`src/design/sdpg_pkg.sv`:
```
package sdpg_pkg;

  localparam int COUNT_WIDTH       = 32;
  localparam int HALF_PERIOD_WIDTH = 16;
  localparam int ANGLE_WIDTH       = 25;
  localparam int STEP_ANGLE_WIDTH  = 23;
  localparam int SHIFT_WIDTH       = 3;
  localparam int CFG_DATA_WIDTH    = 23;

  // 360 degrees in Q9.16
  localparam logic [ANGLE_WIDTH-1:0] ANGLE_FULL_TURN = 25'd23592960;

  localparam logic [HALF_PERIOD_WIDTH-1:0] HALF_PERIOD_RESET = 16'd1000;
  localparam logic [STEP_ANGLE_WIDTH-1:0]  STEP_ANGLE_RESET  = 23'd117965;
  localparam logic [SHIFT_WIDTH-1:0]       SHIFT_RESET       = 3'd0;

  typedef enum logic [1:0] {
    REG_HALF_PERIOD = 2'd0,
    REG_STEP_ANGLE  = 2'd1,
    REG_USTEP_SHIFT = 2'd2
  } cfg_index_t;

  typedef enum logic {
    OP_TICK  = 1'b0,
    OP_START = 1'b1
  } op_t;

  typedef struct packed {
    logic               operation;
    logic signed [31:0] step_count;
    logic               stop_request;
  } in_t;

  typedef struct packed {
    logic                   pulse_level;
    logic                   direction_level;
    logic                   busy_res;
    logic                   move_done;
    logic                   move_aborted;
    logic                   start_rejected;
    logic signed [31:0]     position_steps;
    logic [ANGLE_WIDTH-1:0] angle;
  } out_t;

endpackage

```
`src/design/sdpg_angle_step.sv`:
```
module sdpg_angle_step (
  input  logic [sdpg_pkg::ANGLE_WIDTH-1:0]      acc,
  input  logic [sdpg_pkg::STEP_ANGLE_WIDTH-1:0] micro,
  input  logic                                  ccw,
  output logic [sdpg_pkg::ANGLE_WIDTH-1:0]      acc_nxt
);
  import sdpg_pkg::*;

  logic [ANGLE_WIDTH:0] acc_w;
  logic [ANGLE_WIDTH:0] micro_w;
  logic [ANGLE_WIDTH:0] full_w;
  logic [ANGLE_WIDTH:0] sum;
  logic [ANGLE_WIDTH:0] res;

  assign acc_w   = {1'b0, acc};
  assign micro_w = (ANGLE_WIDTH + 1)'(micro);
  assign full_w  = {1'b0, ANGLE_FULL_TURN};
  assign sum     = acc_w + micro_w;

  // wrap into one full turn either way
  always_comb begin
    if (ccw) begin
      res = (sum >= full_w) ? (sum - full_w) : sum;
    end else if (acc_w >= micro_w) begin
      res = acc_w - micro_w;
    end else begin
      res = acc_w + full_w - micro_w;
    end
  end

  assign acc_nxt = res[ANGLE_WIDTH-1:0];

endmodule

```
`src/design/step_dir_pulse_generator_unit.sv`:
```
// Result: each accepted input word gives its result word in the output register in the next cycle.
// Throughput: one word per cycle; the output register lets a new word in
// whenever it is empty or being drained in the same cycle.
// Reset: synchronous, active low; clears position, angle, move state,
// restores the configuration registers to their defaults.
module step_dir_pulse_generator_unit (
  input  logic                                clk,
  input  logic                                rst_n,
  input  logic                                in_valid,
  output logic                                in_ready,
  input  sdpg_pkg::in_t                       in_data,
  output logic                                out_valid,
  input  logic                                out_ready,
  output sdpg_pkg::out_t                      out_data,
  input  logic                                cfg_valid,
  output logic                                cfg_ready,
  input  logic [1:0]                          cfg_index,
  input  logic [sdpg_pkg::CFG_DATA_WIDTH-1:0] cfg_data
);
  import sdpg_pkg::*;

  localparam logic [31:0] MAG_LIMIT = 32'((64'd1 << (COUNT_WIDTH - 1)) - 64'd1);

  logic [HALF_PERIOD_WIDTH-1:0] half_period_r;
  logic [STEP_ANGLE_WIDTH-1:0]  step_angle_r;
  logic [SHIFT_WIDTH-1:0]       ustep_shift_r;

  logic signed [31:0]           position_r, position_nxt;
  logic [ANGLE_WIDTH-1:0]       angle_r, angle_nxt;
  logic [COUNT_WIDTH-2:0]       steps_left_r, steps_left_nxt;
  logic [HALF_PERIOD_WIDTH-1:0] phase_r, phase_nxt;
  logic                         pulse_high_r, pulse_high_nxt;
  logic                         moving_r, moving_nxt;
  logic                         dir_ccw_r, dir_ccw_nxt;

  logic                         out_valid_r;
  out_t                         out_data_r, out_data_nxt;

  logic                         in_fire;
  logic [HALF_PERIOD_WIDTH-1:0] half_eff;
  logic [HALF_PERIOD_WIDTH-1:0] phase_dec;
  logic [STEP_ANGLE_WIDTH-1:0]  micro;
  logic [ANGLE_WIDTH-1:0]       angle_step;
  logic [31:0]                  raw_mag;
  logic [COUNT_WIDTH-2:0]       mag;
  logic                         level, done, aborted, rejected;

  assign in_ready  = !out_valid_r || out_ready;
  assign in_fire   = in_valid && in_ready;
  assign cfg_ready = 1'b1;
  assign out_valid = out_valid_r;
  assign out_data  = out_data_r;

  assign half_eff  = (half_period_r == '0) ? HALF_PERIOD_WIDTH'(1) : half_period_r;
  assign phase_dec = phase_r - HALF_PERIOD_WIDTH'(1);
  assign micro     = step_angle_r >> ustep_shift_r;
  assign raw_mag   = in_data.step_count[31] ? (32'd0 - in_data.step_count)
                                            : in_data.step_count;
  assign mag       = (raw_mag > MAG_LIMIT) ? MAG_LIMIT[COUNT_WIDTH-2:0]
                                           : raw_mag[COUNT_WIDTH-2:0];

  sdpg_angle_step u_angle (
    .acc     (angle_r),
    .micro   (micro),
    .ccw     (dir_ccw_r),
    .acc_nxt (angle_step)
  );

  always_comb begin
    position_nxt   = position_r;
    angle_nxt      = angle_r;
    steps_left_nxt = steps_left_r;
    phase_nxt      = phase_r;
    pulse_high_nxt = pulse_high_r;
    moving_nxt     = moving_r;
    dir_ccw_nxt    = dir_ccw_r;
    level          = 1'b0;
    done           = 1'b0;
    aborted        = 1'b0;
    rejected       = 1'b0;

    if (in_data.operation == OP_START) begin
      if (moving_r) begin
        rejected = 1'b1;
      end else begin
        dir_ccw_nxt    = !in_data.step_count[31];
        steps_left_nxt = mag;
        pulse_high_nxt = 1'b0;
        phase_nxt      = '0;
        if (mag == '0) begin
          done = 1'b1;
        end else begin
          moving_nxt = 1'b1;
        end
      end
    end else if (moving_r) begin
      if (!pulse_high_r && phase_r == '0) begin
        // sample stop only where a new pulse would begin
        if (in_data.stop_request) begin
          moving_nxt     = 1'b0;
          steps_left_nxt = '0;
          done           = 1'b1;
          aborted        = 1'b1;
        end else begin
          level = 1'b1;
          if (half_eff == HALF_PERIOD_WIDTH'(1)) begin
            pulse_high_nxt = 1'b0;
            phase_nxt      = half_eff;
          end else begin
            pulse_high_nxt = 1'b1;
            phase_nxt      = half_eff - HALF_PERIOD_WIDTH'(1);
          end
        end
      end else if (pulse_high_r) begin
        level     = 1'b1;
        phase_nxt = phase_dec;
        if (phase_dec == '0) begin
          pulse_high_nxt = 1'b0;
          phase_nxt      = half_eff;
        end
      end else begin
        phase_nxt = phase_dec;
        if (phase_dec == '0) begin
          // low phase over: the step is complete
          position_nxt   = dir_ccw_r ? (position_r + 32'sd1) : (position_r - 32'sd1);
          angle_nxt      = angle_step;
          steps_left_nxt = steps_left_r - (COUNT_WIDTH - 1)'(1);
          if (steps_left_r == (COUNT_WIDTH - 1)'(1)) begin
            moving_nxt = 1'b0;
            done       = 1'b1;
          end
        end
      end
    end

    out_data_nxt.pulse_level     = level;
    out_data_nxt.direction_level = dir_ccw_nxt;
    out_data_nxt.busy_res        = moving_nxt;
    out_data_nxt.move_done       = done;
    out_data_nxt.move_aborted    = aborted;
    out_data_nxt.start_rejected  = rejected;
    out_data_nxt.position_steps  = position_nxt;
    out_data_nxt.angle           = angle_nxt;
  end

  always_ff @(posedge clk) begin
    if (!rst_n) begin
      half_period_r <= HALF_PERIOD_RESET;
      step_angle_r  <= STEP_ANGLE_RESET;
      ustep_shift_r <= SHIFT_RESET;
    end else if (cfg_valid && cfg_ready) begin
      case (cfg_index)
        REG_HALF_PERIOD: half_period_r <= cfg_data[HALF_PERIOD_WIDTH-1:0];
        REG_STEP_ANGLE:  step_angle_r  <= cfg_data[STEP_ANGLE_WIDTH-1:0];
        REG_USTEP_SHIFT: ustep_shift_r <= cfg_data[SHIFT_WIDTH-1:0];
        default: ;
      endcase
    end
  end

  always_ff @(posedge clk) begin
    if (!rst_n) begin
      position_r   <= '0;
      angle_r      <= '0;
      steps_left_r <= '0;
      phase_r      <= '0;
      pulse_high_r <= 1'b0;
      moving_r     <= 1'b0;
      dir_ccw_r    <= 1'b1;
    end else if (in_fire) begin
      position_r   <= position_nxt;
      angle_r      <= angle_nxt;
      steps_left_r <= steps_left_nxt;
      phase_r      <= phase_nxt;
      pulse_high_r <= pulse_high_nxt;
      moving_r     <= moving_nxt;
      dir_ccw_r    <= dir_ccw_nxt;
    end
  end

  always_ff @(posedge clk) begin
    if (!rst_n) begin
      out_valid_r <= 1'b0;
    end else if (in_fire) begin
      out_valid_r <= 1'b1;
    end else if (out_ready) begin
      out_valid_r <= 1'b0;
    end
  end

  // hold the result word until it is taken
  always_ff @(posedge clk) begin
    if (in_fire) begin
      out_data_r <= out_data_nxt;
    end
  end

endmodule

```
`config.mk`:
```
export PLATFORM = sky130hd
export DESIGN_NAME = step_dir_pulse_generator_unit
export DESIGN_NICKNAME = d
export VERILOG_FILES = /design/src/design/sdpg_pkg.sv /design/src/design/sdpg_angle_step.sv /design/src/design/step_dir_pulse_generator_unit.sv
export SDC_FILE = /design/constraint.sdc
export NUM_CORES = 1
export LEC_CHECK = 0
export ABC_AREA = 1
export BUFFER_PORTS_ARGS = -buffer_cell sky130_fd_sc_hd__buf_2
export CORE_ASPECT_RATIO = 1.25
export CORE_MARGIN = 2
export CORE_UTILIZATION = 45
export DETAILED_ROUTE_END_ITERATION = 7
export GPL_TIMING_DRIVEN = 0
export PLACE_DENSITY = 0.72
export SYNTH_ARGS = -nofsm -noshare
export SYNTH_HDL_FRONTEND = slang
export SYNTH_SLANG_ARGS = --single-unit
```
`constraint.sdc`:
```
create_clock -name clk -period 5.49 [get_ports clk]
set_input_delay 0 -clock clk [delete_from_list [all_inputs] [get_ports clk]]
set_output_delay 0 -clock clk [all_outputs]
set_load 0.05 [all_outputs]
```
== After elaboration in Yosys (flattened, before gate mapping) ==
Index checks and enable logic that the tools add are counted.

* Word-level logic and storage cells: 130
* Input port bits: 64
* Register bits after elaboration: 213

* Magnitude comparators: 3
* Reduce and logical (&&, ||, !) cells: 21
* Bitwise logic cells: 2
* Mux-type cells: 65
* Equal/unequal tests: 8
* Add/subtract/negate cells: 11
* Shift operators: 1

{| class="wikitable"
|+ Operators by type and width
! operator !! count
|-
| $mux W31 || 8
|-
| $mux W32 || 7
|-
| $mux W25 || 8
|-
| $mux W16 || 9
|-
| $sub A25 B23 Y25 || 2
|-
| $logic_not A16 Y1 || 3
|-
| $mux W1 || 33
|-
| $add A32 B2 Y32 const B || 1
|-
| $gt A32 B31 Y1 const B || 1
|-
| $sub A1 B32 Y32 const A || 1
|-
| $sub A16 B1 Y16 const B || 2
|-
| $sub A32 B2 Y32 const B || 1
|-
| $eq A31 B1 Y1 const B || 1
|-
| $logic_not A31 Y1 || 1
|-
| $sub A31 B1 Y31 const B || 1
|-
| $add A25 B23 Y26 || 1
|-
| $ge A26 B25 Y1 const B || 1
|-
| $add A25 B25 Y25 const B || 1
|-
| $ge A25 B23 Y1 || 1
|-
| $sub A25 B25 Y25 const B || 1
|-
| $shr A23 B3 Y23 || 1
|-
| $eq A16 B1 Y1 const B || 1
|-
| $ne A3 B3 Y1 const B || 2
|-
| $reduce_and A2 Y1 || 3
|-
| other kinds (15) || 20
|}

== Logic depth before layout (Yosys ltp) ==
Gate-level depths: netlist of run 1.

* Word-level depth: 10
* Mapped depth: 32
* Depth with buffers taken out: 30

== Cells and area by module ==
From an unflattened synthesis of run 1, not the netlist that was laid out.

* Cells, all modules: 3,179
* Area, all modules: 19,936.6 sq um

{| class="wikitable"
|+ Modules (own cells, without submodules)
! module !! area an instance (sq um) !! cells an instance !! times used !! sequential area each (sq um)
|-
| step_dir_pulse_generator_unit || 14,212.4 || 2,157 || 1 || 4,894.7
|-
| sdpg_angle_step || 5,724.2 || 1,022 || 1 || 0.0
|}

== Worst setup path before layout of run 1 ==
No wires, ideal clock.

* Kind: register to register
* From: register out_valid_r (netlist: out_valid)
* To: register out_data_r (netlist bit out_data[0]), enable pin
* Buffers on the path: 2
* Cell stages (with the launch flop): 6
* Data required time: 5,037 ps
* Arrival time: 3,597 ps
* Setup slack: 1,440 ps
* Path through: dfxtp_1 > nand2_1 > nand2_1 > inv_2 > clkbuf_1 > clkbuf_1

* Longest elaborated chain between the ends: 3

{| class="wikitable"
|+ Ends and longest elaborated chain
! item !! RTL line !! text
|-
| start, declared || step_dir_pulse_generator_unit.sv:36 || <nowiki>logic out_valid_r;</nowiki>
|-
| start signal, assigned || step_dir_pulse_generator_unit.sv:183 || <nowiki>out_valid_r <= 1'b0;</nowiki>
|-
| start signal, assigned || step_dir_pulse_generator_unit.sv:185 || <nowiki>out_valid_r <= 1'b1;</nowiki>
|-
| start signal, assigned || step_dir_pulse_generator_unit.sv:187 || <nowiki>out_valid_r <= 1'b0;</nowiki>
|-
| $logic_not A1 Y1 || step_dir_pulse_generator_unit.sv:48 || <nowiki>assign in_ready = !out_valid_r || out_ready;</nowiki>
|-
| $logic_or A1 B1 Y1 || step_dir_pulse_generator_unit.sv:48 ||
|-
| via in_ready || step_dir_pulse_generator_unit.sv:10 || <nowiki>output logic in_ready,</nowiki>
|-
| $logic_and A1 B1 Y1 || step_dir_pulse_generator_unit.sv:49 || <nowiki>assign in_fire = in_valid && in_ready;</nowiki>
|-
| via in_fire || step_dir_pulse_generator_unit.sv:39 || <nowiki>logic in_fire;</nowiki>
|-
| end signal, assigned || step_dir_pulse_generator_unit.sv:194 || <nowiki>out_data_r <= out_data_nxt;</nowiki>
|-
| end, declared || step_dir_pulse_generator_unit.sv:37 || <nowiki>out_t out_data_r, out_data_nxt;</nowiki>
|}

The timed path passes the listed nets, and every way through them passes these cells.
A chain may end at the register's enable or synchronous reset.

== Worst setup path after layout of run 1 ==
* From: register ustep_shift_r[1]
* To: register out_data_r (netlist bit out_data[24]), data pin

* Longest elaborated chain between the ends: 10
* Elaborated cells on any way between the ends: 15
* Those cells by class: add/sub (4); order compare (2); shift (1); mux (8)

{| class="wikitable"
|+ Ends and longest elaborated chain
! item !! RTL line !! text
|-
| start, declared || step_dir_pulse_generator_unit.sv:26 || <nowiki>logic [SHIFT_WIDTH-1:0] ustep_shift_r;</nowiki>
|-
| start signal, assigned || step_dir_pulse_generator_unit.sv:155 || <nowiki>REG_USTEP_SHIFT: ustep_shift_r <= cfg_data[SHIFT_WIDTH-1:0];</nowiki>
|-
| $shr A23 B3 Y23 (*) || step_dir_pulse_generator_unit.sv:56 || <nowiki>assign micro = step_angle_r >> ustep_shift_r;</nowiki>
|-
| $add A25 B23 Y26 || sdpg_angle_step.sv:18 || <nowiki>assign sum = acc_w + micro_w;</nowiki>
|-
| $sub A25 B25 Y25 / $ge A26 B25 Y1 (equally long branches) || sdpg_angle_step.sv:23 || <nowiki>res = (sum >= full_w) ? (sum - full_w) : sum;</nowiki>
|-
| $mux W25 || sdpg_angle_step.sv:23 ||
|-
| $mux W25 (*) || sdpg_angle_step.sv:22 || <nowiki>if (ccw) begin</nowiki>
|-
| $mux W25 (*) || step_dir_pulse_generator_unit.sv:123 || <nowiki>if (phase_dec == '0) begin</nowiki>
|-
| $mux W25 (*) || step_dir_pulse_generator_unit.sv:114 || <nowiki>end else if (pulse_high_r) begin</nowiki>
|-
| $mux W25 (*) || step_dir_pulse_generator_unit.sv:97 || <nowiki>if (!pulse_high_r && phase_r == '0) begin</nowiki>
|-
| $mux W25 (*) || step_dir_pulse_generator_unit.sv:96 || <nowiki>end else if (moving_r) begin</nowiki>
|-
| $mux W25 (*) || step_dir_pulse_generator_unit.sv:82 || <nowiki>if (in_data.operation == OP_START) begin</nowiki>
|-
| via angle_nxt[24] || step_dir_pulse_generator_unit.sv:29 || <nowiki>logic [ANGLE_WIDTH-1:0] angle_r, angle_nxt;</nowiki>
|}

Mark *: on every way through the listed nets, which the timed path passes. The rest lies on a longest branch.

==> flow_metrics.env, run 1 <==
export IMPL_status="finished clean"
export IMPL_clk_path_buf_depth=3
export IMPL_hold_path_depth=6
export IMPL_n_antenna_cell=0
export IMPL_avgViaCountPerCell=5.37
export IMPL_netlist_top_cells_area="dfxtp_1 (15%), nand2_1 (15%), edfxtp_1 (9.7%)"
export IMPL_syn_inst=3129
export IMPL_synth_top_area_cell="dfxtp_1"
export IMPL_hpwlAfterDp_um=53400
export IMPL_clock_latency_ns=0.57
export IMPL_design_area_mm2=0.0222
export IMPL_yosys_area_top_type_share=0.153
export IMPL_cts_inserted_buffers=25
export IMPL_final_common_cell="nand2_1"
export IMPL_grt_pass1_wl_um=105000
export IMPL_worstSetupEndpointType="register"
export IMPL_rrSetupSlack_ns=0.34
export IMPL_die_w_um=191
export IMPL_initial_core_util=0.456
export IMPL_clk_pin_slew_worst_paths_ns=0.06
export IMPL_antenna_left=0
export IMPL_r2r_end="out_data[24]"
export IMPL_final_util=0.516
export IMPL_io_buffer_count=127
export IMPL_fin_nets=3525
export IMPL_yosysSeqAreaShare=0.250
export IMPL_die_y_um=237
export IMPL_cp_data_arrival_time_ns=5.45
export IMPL_synthesis_area_mm2=0.0196
export IMPL_power_density_mw_per_mm2=256
export IMPL_ir_drop_mv=0.247
export IMPL_tns_ns=0
export IMPL_start_kind="register"
export IMPL_r2r_cells=22
export IMPL_place_area_mm2=0.0210
export IMPL_tightest_slew_ns=0.883
export IMPL_hold_path_class="input pin to register"
export IMPL_syn_nets=3328
export IMPL_slew_violations=0
export IMPL_r2r_start="ustep_shift_r[1]"
export IMPL_async_flop_share=0
export IMPL_setup_viol=0
export IMPL_synth_warning_count=0
export IMPL_num_rows=85
export IMPL_drc_errors=0
export IMPL_cts_sinks=213
export IMPL_routed_wirelength_um=66700
export IMPL_gr_usage_all_layers=0.293
export IMPL_worstPathMaxFanout=10
export IMPL_wl_per_cell_um=17.0
export IMPL_synth_ff_latch_count=213
export IMPL_globalplace_congestion=1.02
export IMPL_hold_end="steps_left_r[15]"
export IMPL_slew_limit_headroom=0.405
export IMPL_synth_edf_count=63
export IMPL_grt_max_degree=55
export IMPL_clock_skew_ns=0.0376
export IMPL_grt_overflow_total=0
export IMPL_drtIter0Drc=1727
export IMPL_place_ws_ns=0.0749
export IMPL_postSynthAreaPerCell_um2=6.26
export IMPL_synth_main_ff_cell="dfxtp_1"
export IMPL_cts_tree="done"
export IMPL_fin_crit_sh=0.939
export IMPL_fp_coreArea_mm2=0.0430
export IMPL_dieArea_mm2=0.0452
export IMPL_worstSetupPathType="register to register"
export IMPL_cap_violations=0
export IMPL_root_buffer="clkbuf_16"
export IMPL_final_min_clock_period_ns=5.15
export IMPL_ys_types=61
export IMPL_min_from="in_data[16]"
export IMPL_leakage_uw=0.0112
export IMPL_io_pins=130
export IMPL_area_delta_synth_final_pct=13.3
export IMPL_antenna_found_initial=1
export IMPL_cp_data_required_time_ns=5.78
export IMPL_via_count=21000
export IMPL_rsz0062_at_grt="no"
export IMPL_max_freq_mhz=194
export IMPL_layout_common_cells="nand2_1 (776), inv_1 (430), nor2_1 (387)"
export IMPL_htreeDepth=1
export IMPL_drive_gt1_frac=0.0786
export IMPL_drt_first_pass_iters=6
export IMPL_finalHoldViolations=0
export IMPL_grt_pass1_vias=20000
export IMPL_setup_ws_ns=0.337
export IMPL_hold_slack_ns=0.0293
## where the power goes
| group | total, uW | internal [uW] | switching (uW) |
|---|---|---|---|
| clock | 1600 | 867 | 733 |
| combinational | 2250 | 695 | 1560 |
| sequential | 1830 | 1740 | 96.4 |
## cells by family (layout without fill, tap and decap cells)
kind of cell | Yosys count | after routing | synth area share
mux | 1 | 1 | 0.000511
buf+inv | 547 | 763 | 0.110
xor+xnor | 124 | 124 | 0.0559
fa+ha+maj | 135 | 135 | 0.0951
compound gates | 584 | 584 | 0.160
flops | 213 | 213 | 0.250
simple gates | 1524 | 1524 | 0.329
other cells | 1 | 1 | 0.000192
## area by class of cell
type,instances,area [um^2]
tap,565,707
fill,4509,20800
timing repair buffer,170,1100
sequential,213,4890
buffer,101,478
clock inverter,16,118
clock buffer,30,654
inverter,446,1680
multi-input combinational,2369,12500
## stage by stage
stage | cells | power [uW]
2_1_floorplan | 3129 | 3430
3_3_place_gp | 3821 | 4030
3_5_place_dp | 3823 | 4040
4_1_cts | 3910 | 5680
5_1_grt | 3910 | 6030
6_report | 3910 | 5680
## how the worst max path moves through the flow
stage               slack, ns        startpoint  cells after the start            to
finish                   0.34  ustep_shift_r[1]                     22  out_data[24]
global route             0.03  ustep_shift_r[1]                     22  out_data[24]
CTS                      0.01  ustep_shift_r[1]                     23  out_data[16]
floorplan                1.44         out_valid                      5   out_data[0]
global placement          0.1  ustep_shift_r[1]                     22  out_data[24]
detailed placement       0.07  ustep_shift_r[1]                     23  out_data[16]
## per-layer routing
metal / wire, um / vias up / track usage
met4: 4260 / 2 / 0.172
met3: 3770 / 210 / 0.0353
met2: 32100 / 727 / 0.514
met1: 26500 / 9540 / 0.342
met5: 13 / - / 0
li1: - / 10500 / -
## cell usage after synthesis, drive strengths merged (16+ instances only)
cell    instances
nand2         780
ha            112
inv           442
nor2          401
o21ai         278
xnor2          24
a21oi         229
o211ai         16
fa             23
xor2          100
dfxtp         150
nor3           35
edfxtp         63
buf            36
clkbuf         65
nand3         212
nand4          56
## what timing repair did
item	in CTS	in global routing
setup buffers	0	0
gates resized for setup	0	8
endpoints found under the hold margin	52	0
hold buffers	41	0
endpoints found under the setup margin	0	37
## registers in the layout, indices dropped and copies added (netlist names)
register       count
position_r        32
half_period_r     16
pulse_high_r       1
steps_left_r      31
phase_r           16
step_angle_r      23
out_data          63
out_valid          1
angle_r           25
ustep_shift_r      3
dir_ccw_r          1
moving_r           1
## worst max-delay path, stage by stage, from the launching register on
cell and delay [ns]:
dfxtp_1 0.30, clkbuf_1 0.32, clkinv_1 0.35, clkbuf_1 0.32, nand3_1 0.14, o21ai_0 0.12
nand2_1 0.09, o21ai_0 0.31, ha_1 0.36, fa_1 0.37, inv_1 0.10, o21ai_0 0.09
a21oi_1 0.22, nor2_1 0.07, a211oi_1 0.28, nand3_2 0.32, inv_4 0.25, buf_2 0.27
nand3_1 0.13, nand3_1 0.16, nand3_1 0.09, nand2_1 0.13, inv_1 0.05
Power figures use the tool's default switching activity.
==> run 2, diff against run 1 <==
- ABC_AREA: 1 -> 0
- PLACE_DENSITY: 0.72 -> 0.73
==> flow_metrics.env, run 2 <==
export IMPL_dieArea_mm2=0.0400
export IMPL_clock_skew_ns=0.0364
export IMPL_place_ws_ns=-0.979
export IMPL_rsz0062_at_grt="no"
export IMPL_avgViaCountPerCell=6.07
export IMPL_clock_latency_ns=0.56
export IMPL_routed_wirelength_um=59400
export IMPL_clk_pin_slew_worst_paths_ns=0.06
export IMPL_worstSetupPathType="register to register"
export IMPL_grt_pass1_vias=17000
export IMPL_synth_main_ff_cell="dfxtp_1"
export IMPL_initial_core_util=0.454
export IMPL_cts_tree="done"
export IMPL_tns_ns=0
export IMPL_async_flop_share=0
export IMPL_layout_common_cells="nand2_1 (344), o21ai_0 (213), a21oi_1 (203)"
export IMPL_io_pins=130
export IMPL_fp_coreArea_mm2=0.0380
export IMPL_setup_viol=0
export IMPL_cts_inserted_buffers=23
export IMPL_cp_data_required_time_ns=5.76
export IMPL_io_buffer_count=126
export IMPL_syn_nets=2473
export IMPL_syn_inst=2274
export IMPL_wl_per_cell_um=20.0
export IMPL_grt_max_degree=40
export IMPL_synth_most_common_cell="nand2_1"
export IMPL_drive_gt1_frac=0.0996
export IMPL_final_min_clock_period_ns=5.18
export IMPL_via_count=18100
export IMPL_gr_usage_all_layers=0.291
export IMPL_cap_violations=0
export IMPL_power_density_mw_per_mm2=219
export IMPL_hold_path_class="input pin to register"
export IMPL_status="finished clean"
export IMPL_synth_warning_count=0
export IMPL_cts_sinks=213
export IMPL_hpwlAfterDp_um=45700
export IMPL_postSynthAreaPerCell_um2=7.60
export IMPL_fin_crit_sh=0.943
export IMPL_antenna_left=0
export IMPL_root_buffer="clkbuf_16"
export IMPL_slew_violations=0
export IMPL_synth_top_area_cell="dfxtp_1"
export IMPL_worstSetupEndpointType="register"
export IMPL_max_freq_mhz=193
export IMPL_worstPathMaxFanout=10
export IMPL_netlist_top_cells_area="dfxtp_1 (17%), edfxtp_1 (11%), ha_1 (8.1%)"
export IMPL_fin_nets=2663
export IMPL_synth_edf_count=63
export IMPL_synthTopCellsByCount="nand2_1 (344), o21ai_0 (217), a21oi_1 (205)"
export IMPL_fillCellCount=3643
export IMPL_drc_errors=0
export IMPL_ys_types=76
export IMPL_die_y_um=223
export IMPL_start_kind="register"
export IMPL_leakage_uw=0.00779
export IMPL_antenna_found_initial=1
export IMPL_synthesis_area_mm2=0.0173
export IMPL_drtIter0Drc=1917
export IMPL_finalHoldViolations=0
export IMPL_ir_drop_mv=0.204
export IMPL_slew_limit_headroom=0.0586
export IMPL_synth_ff_latch_count=213
export IMPL_area_delta_synth_final_pct=14.9
export IMPL_globalplace_congestion=1.03
export IMPL_drt_first_pass_iters=7
export IMPL_clk_path_buf_depth=3
export IMPL_largest_register_ffs=63
export IMPL_yosysSeqAreaShare=0.283
export IMPL_final_common_cell="nand2_1"
export IMPL_cp_data_arrival_time_ns=5.45
export IMPL_grt_overflow_total=0
export IMPL_grt_pass1_wl_um=92100
export IMPL_num_rows=80
export IMPL_htreeDepth=1
export IMPL_die_w_um=179
export IMPL_yosys_area_top_type_share=0.174
export IMPL_tightest_slew_ns=1.40
export IMPL_setup_ws_ns=0.312
-- run 2: what timing repair did --
item,in CTS,in global routing
resized for setup,24,22
hold buffers,40,0
endpoints found under the setup margin,46,46
hold endpoints to repair,54,0
buffers inserted,0,1
pin swaps,1,1
-- run 2: worst paths after layout --
check / start / to / slack [ns] / cells past startpoint
setup / recovery: ustep_shift_r[0] / out_data[20] / 0.31 / 18
setup reg to reg: ustep_shift_r[0] / out_data[20] / 0.31 / 18
hold reg to reg: steps_left_r[14] / steps_left_r[14] / 0.46 / 2
hold / removal: in_data[15] / steps_left_r[14] / 0.01 / 4
-- run 2: cell families (layout without fill, tap and decap cells) --
logic type | count (synthesis) | count (layout) | synth area share
flops | 213 | 213 | 0.283
xor+xnor | 129 | 129 | 0.0654
fa+ha+maj | 135 | 135 | 0.108
simple gates | 846 | 846 | 0.224
mux | 52 | 52 | 0.0353
compound gates | 670 | 670 | 0.234
other cells | 1 | 2 | 0.000217
buf+inv | 228 | 435 | 0.0500
-- run 2: metrics by stage --
step	hold WS, ns	std cells	instance area [um^2]	utilization	power (uW)
3_3_place_gp	0.225	2892	18500	0.487	2700
2_1_floorplan	0.124	2274	17300	-	2420
6_report	0.0116	2974	19900	0.522	4350
5_1_grt	0.0408	2974	19900	0.522	4510
4_1_cts	0.000180	2974	19800	0.521	4330
3_5_place_dp	0.229	2894	18600	0.488	2710
-- run 2: per-layer routing --
layer / global-route usage / part of all wire / up-vias
li1: - / - / 8480
met1: 0.352 / 0.39 / 8538
met2: 0.497 / 0.48 / 832
met3: 0.0261 / 0.059 / 211
met4: 0.171 / 0.067 / 0
met5: 0 / 0 / -
-- run 2: critical path, stage by stage, from the launching register on --
cell,delay (ns)
dfxtp_2,0.37
buf_2,0.20
inv_1,0.13
buf_2,0.26
mux2i_1,0.28
nand2_1,0.08
o21ai_1,0.22
ha_1,0.35
clkbuf_2,0.22
a2111oi_4,0.45
o21a_1,0.40
o211ai_1,0.16
a21oi_1,0.19
xnor2_1,0.18
or3_1,0.48
o21a_1,0.26
o311a_1,0.29
a21oi_1,0.22
a21oi_1,0.15
-- run 2: power by group --
group / internal, uW / leakage, uW / switching, uW
clock: 881 / 0.000376 / 734
combinational: 328 / 0.00556 / 698
sequential: 1670 / 0.00185 / 39.6
-- run 2: area by class of cell --
type,instances,area (um^2),area share
multi-input cells,1833,11600,0.585
diodes,1,2.50,0.000126
clock buffers,26,617,0.0311
flip-flops and latches,213,4900,0.247
well taps,492,616,0.0310
clock inverters,16,161,0.00813
repair buffers,169,1080,0.0543
plain buffers,118,474,0.0239
inverters,106,399,0.0201
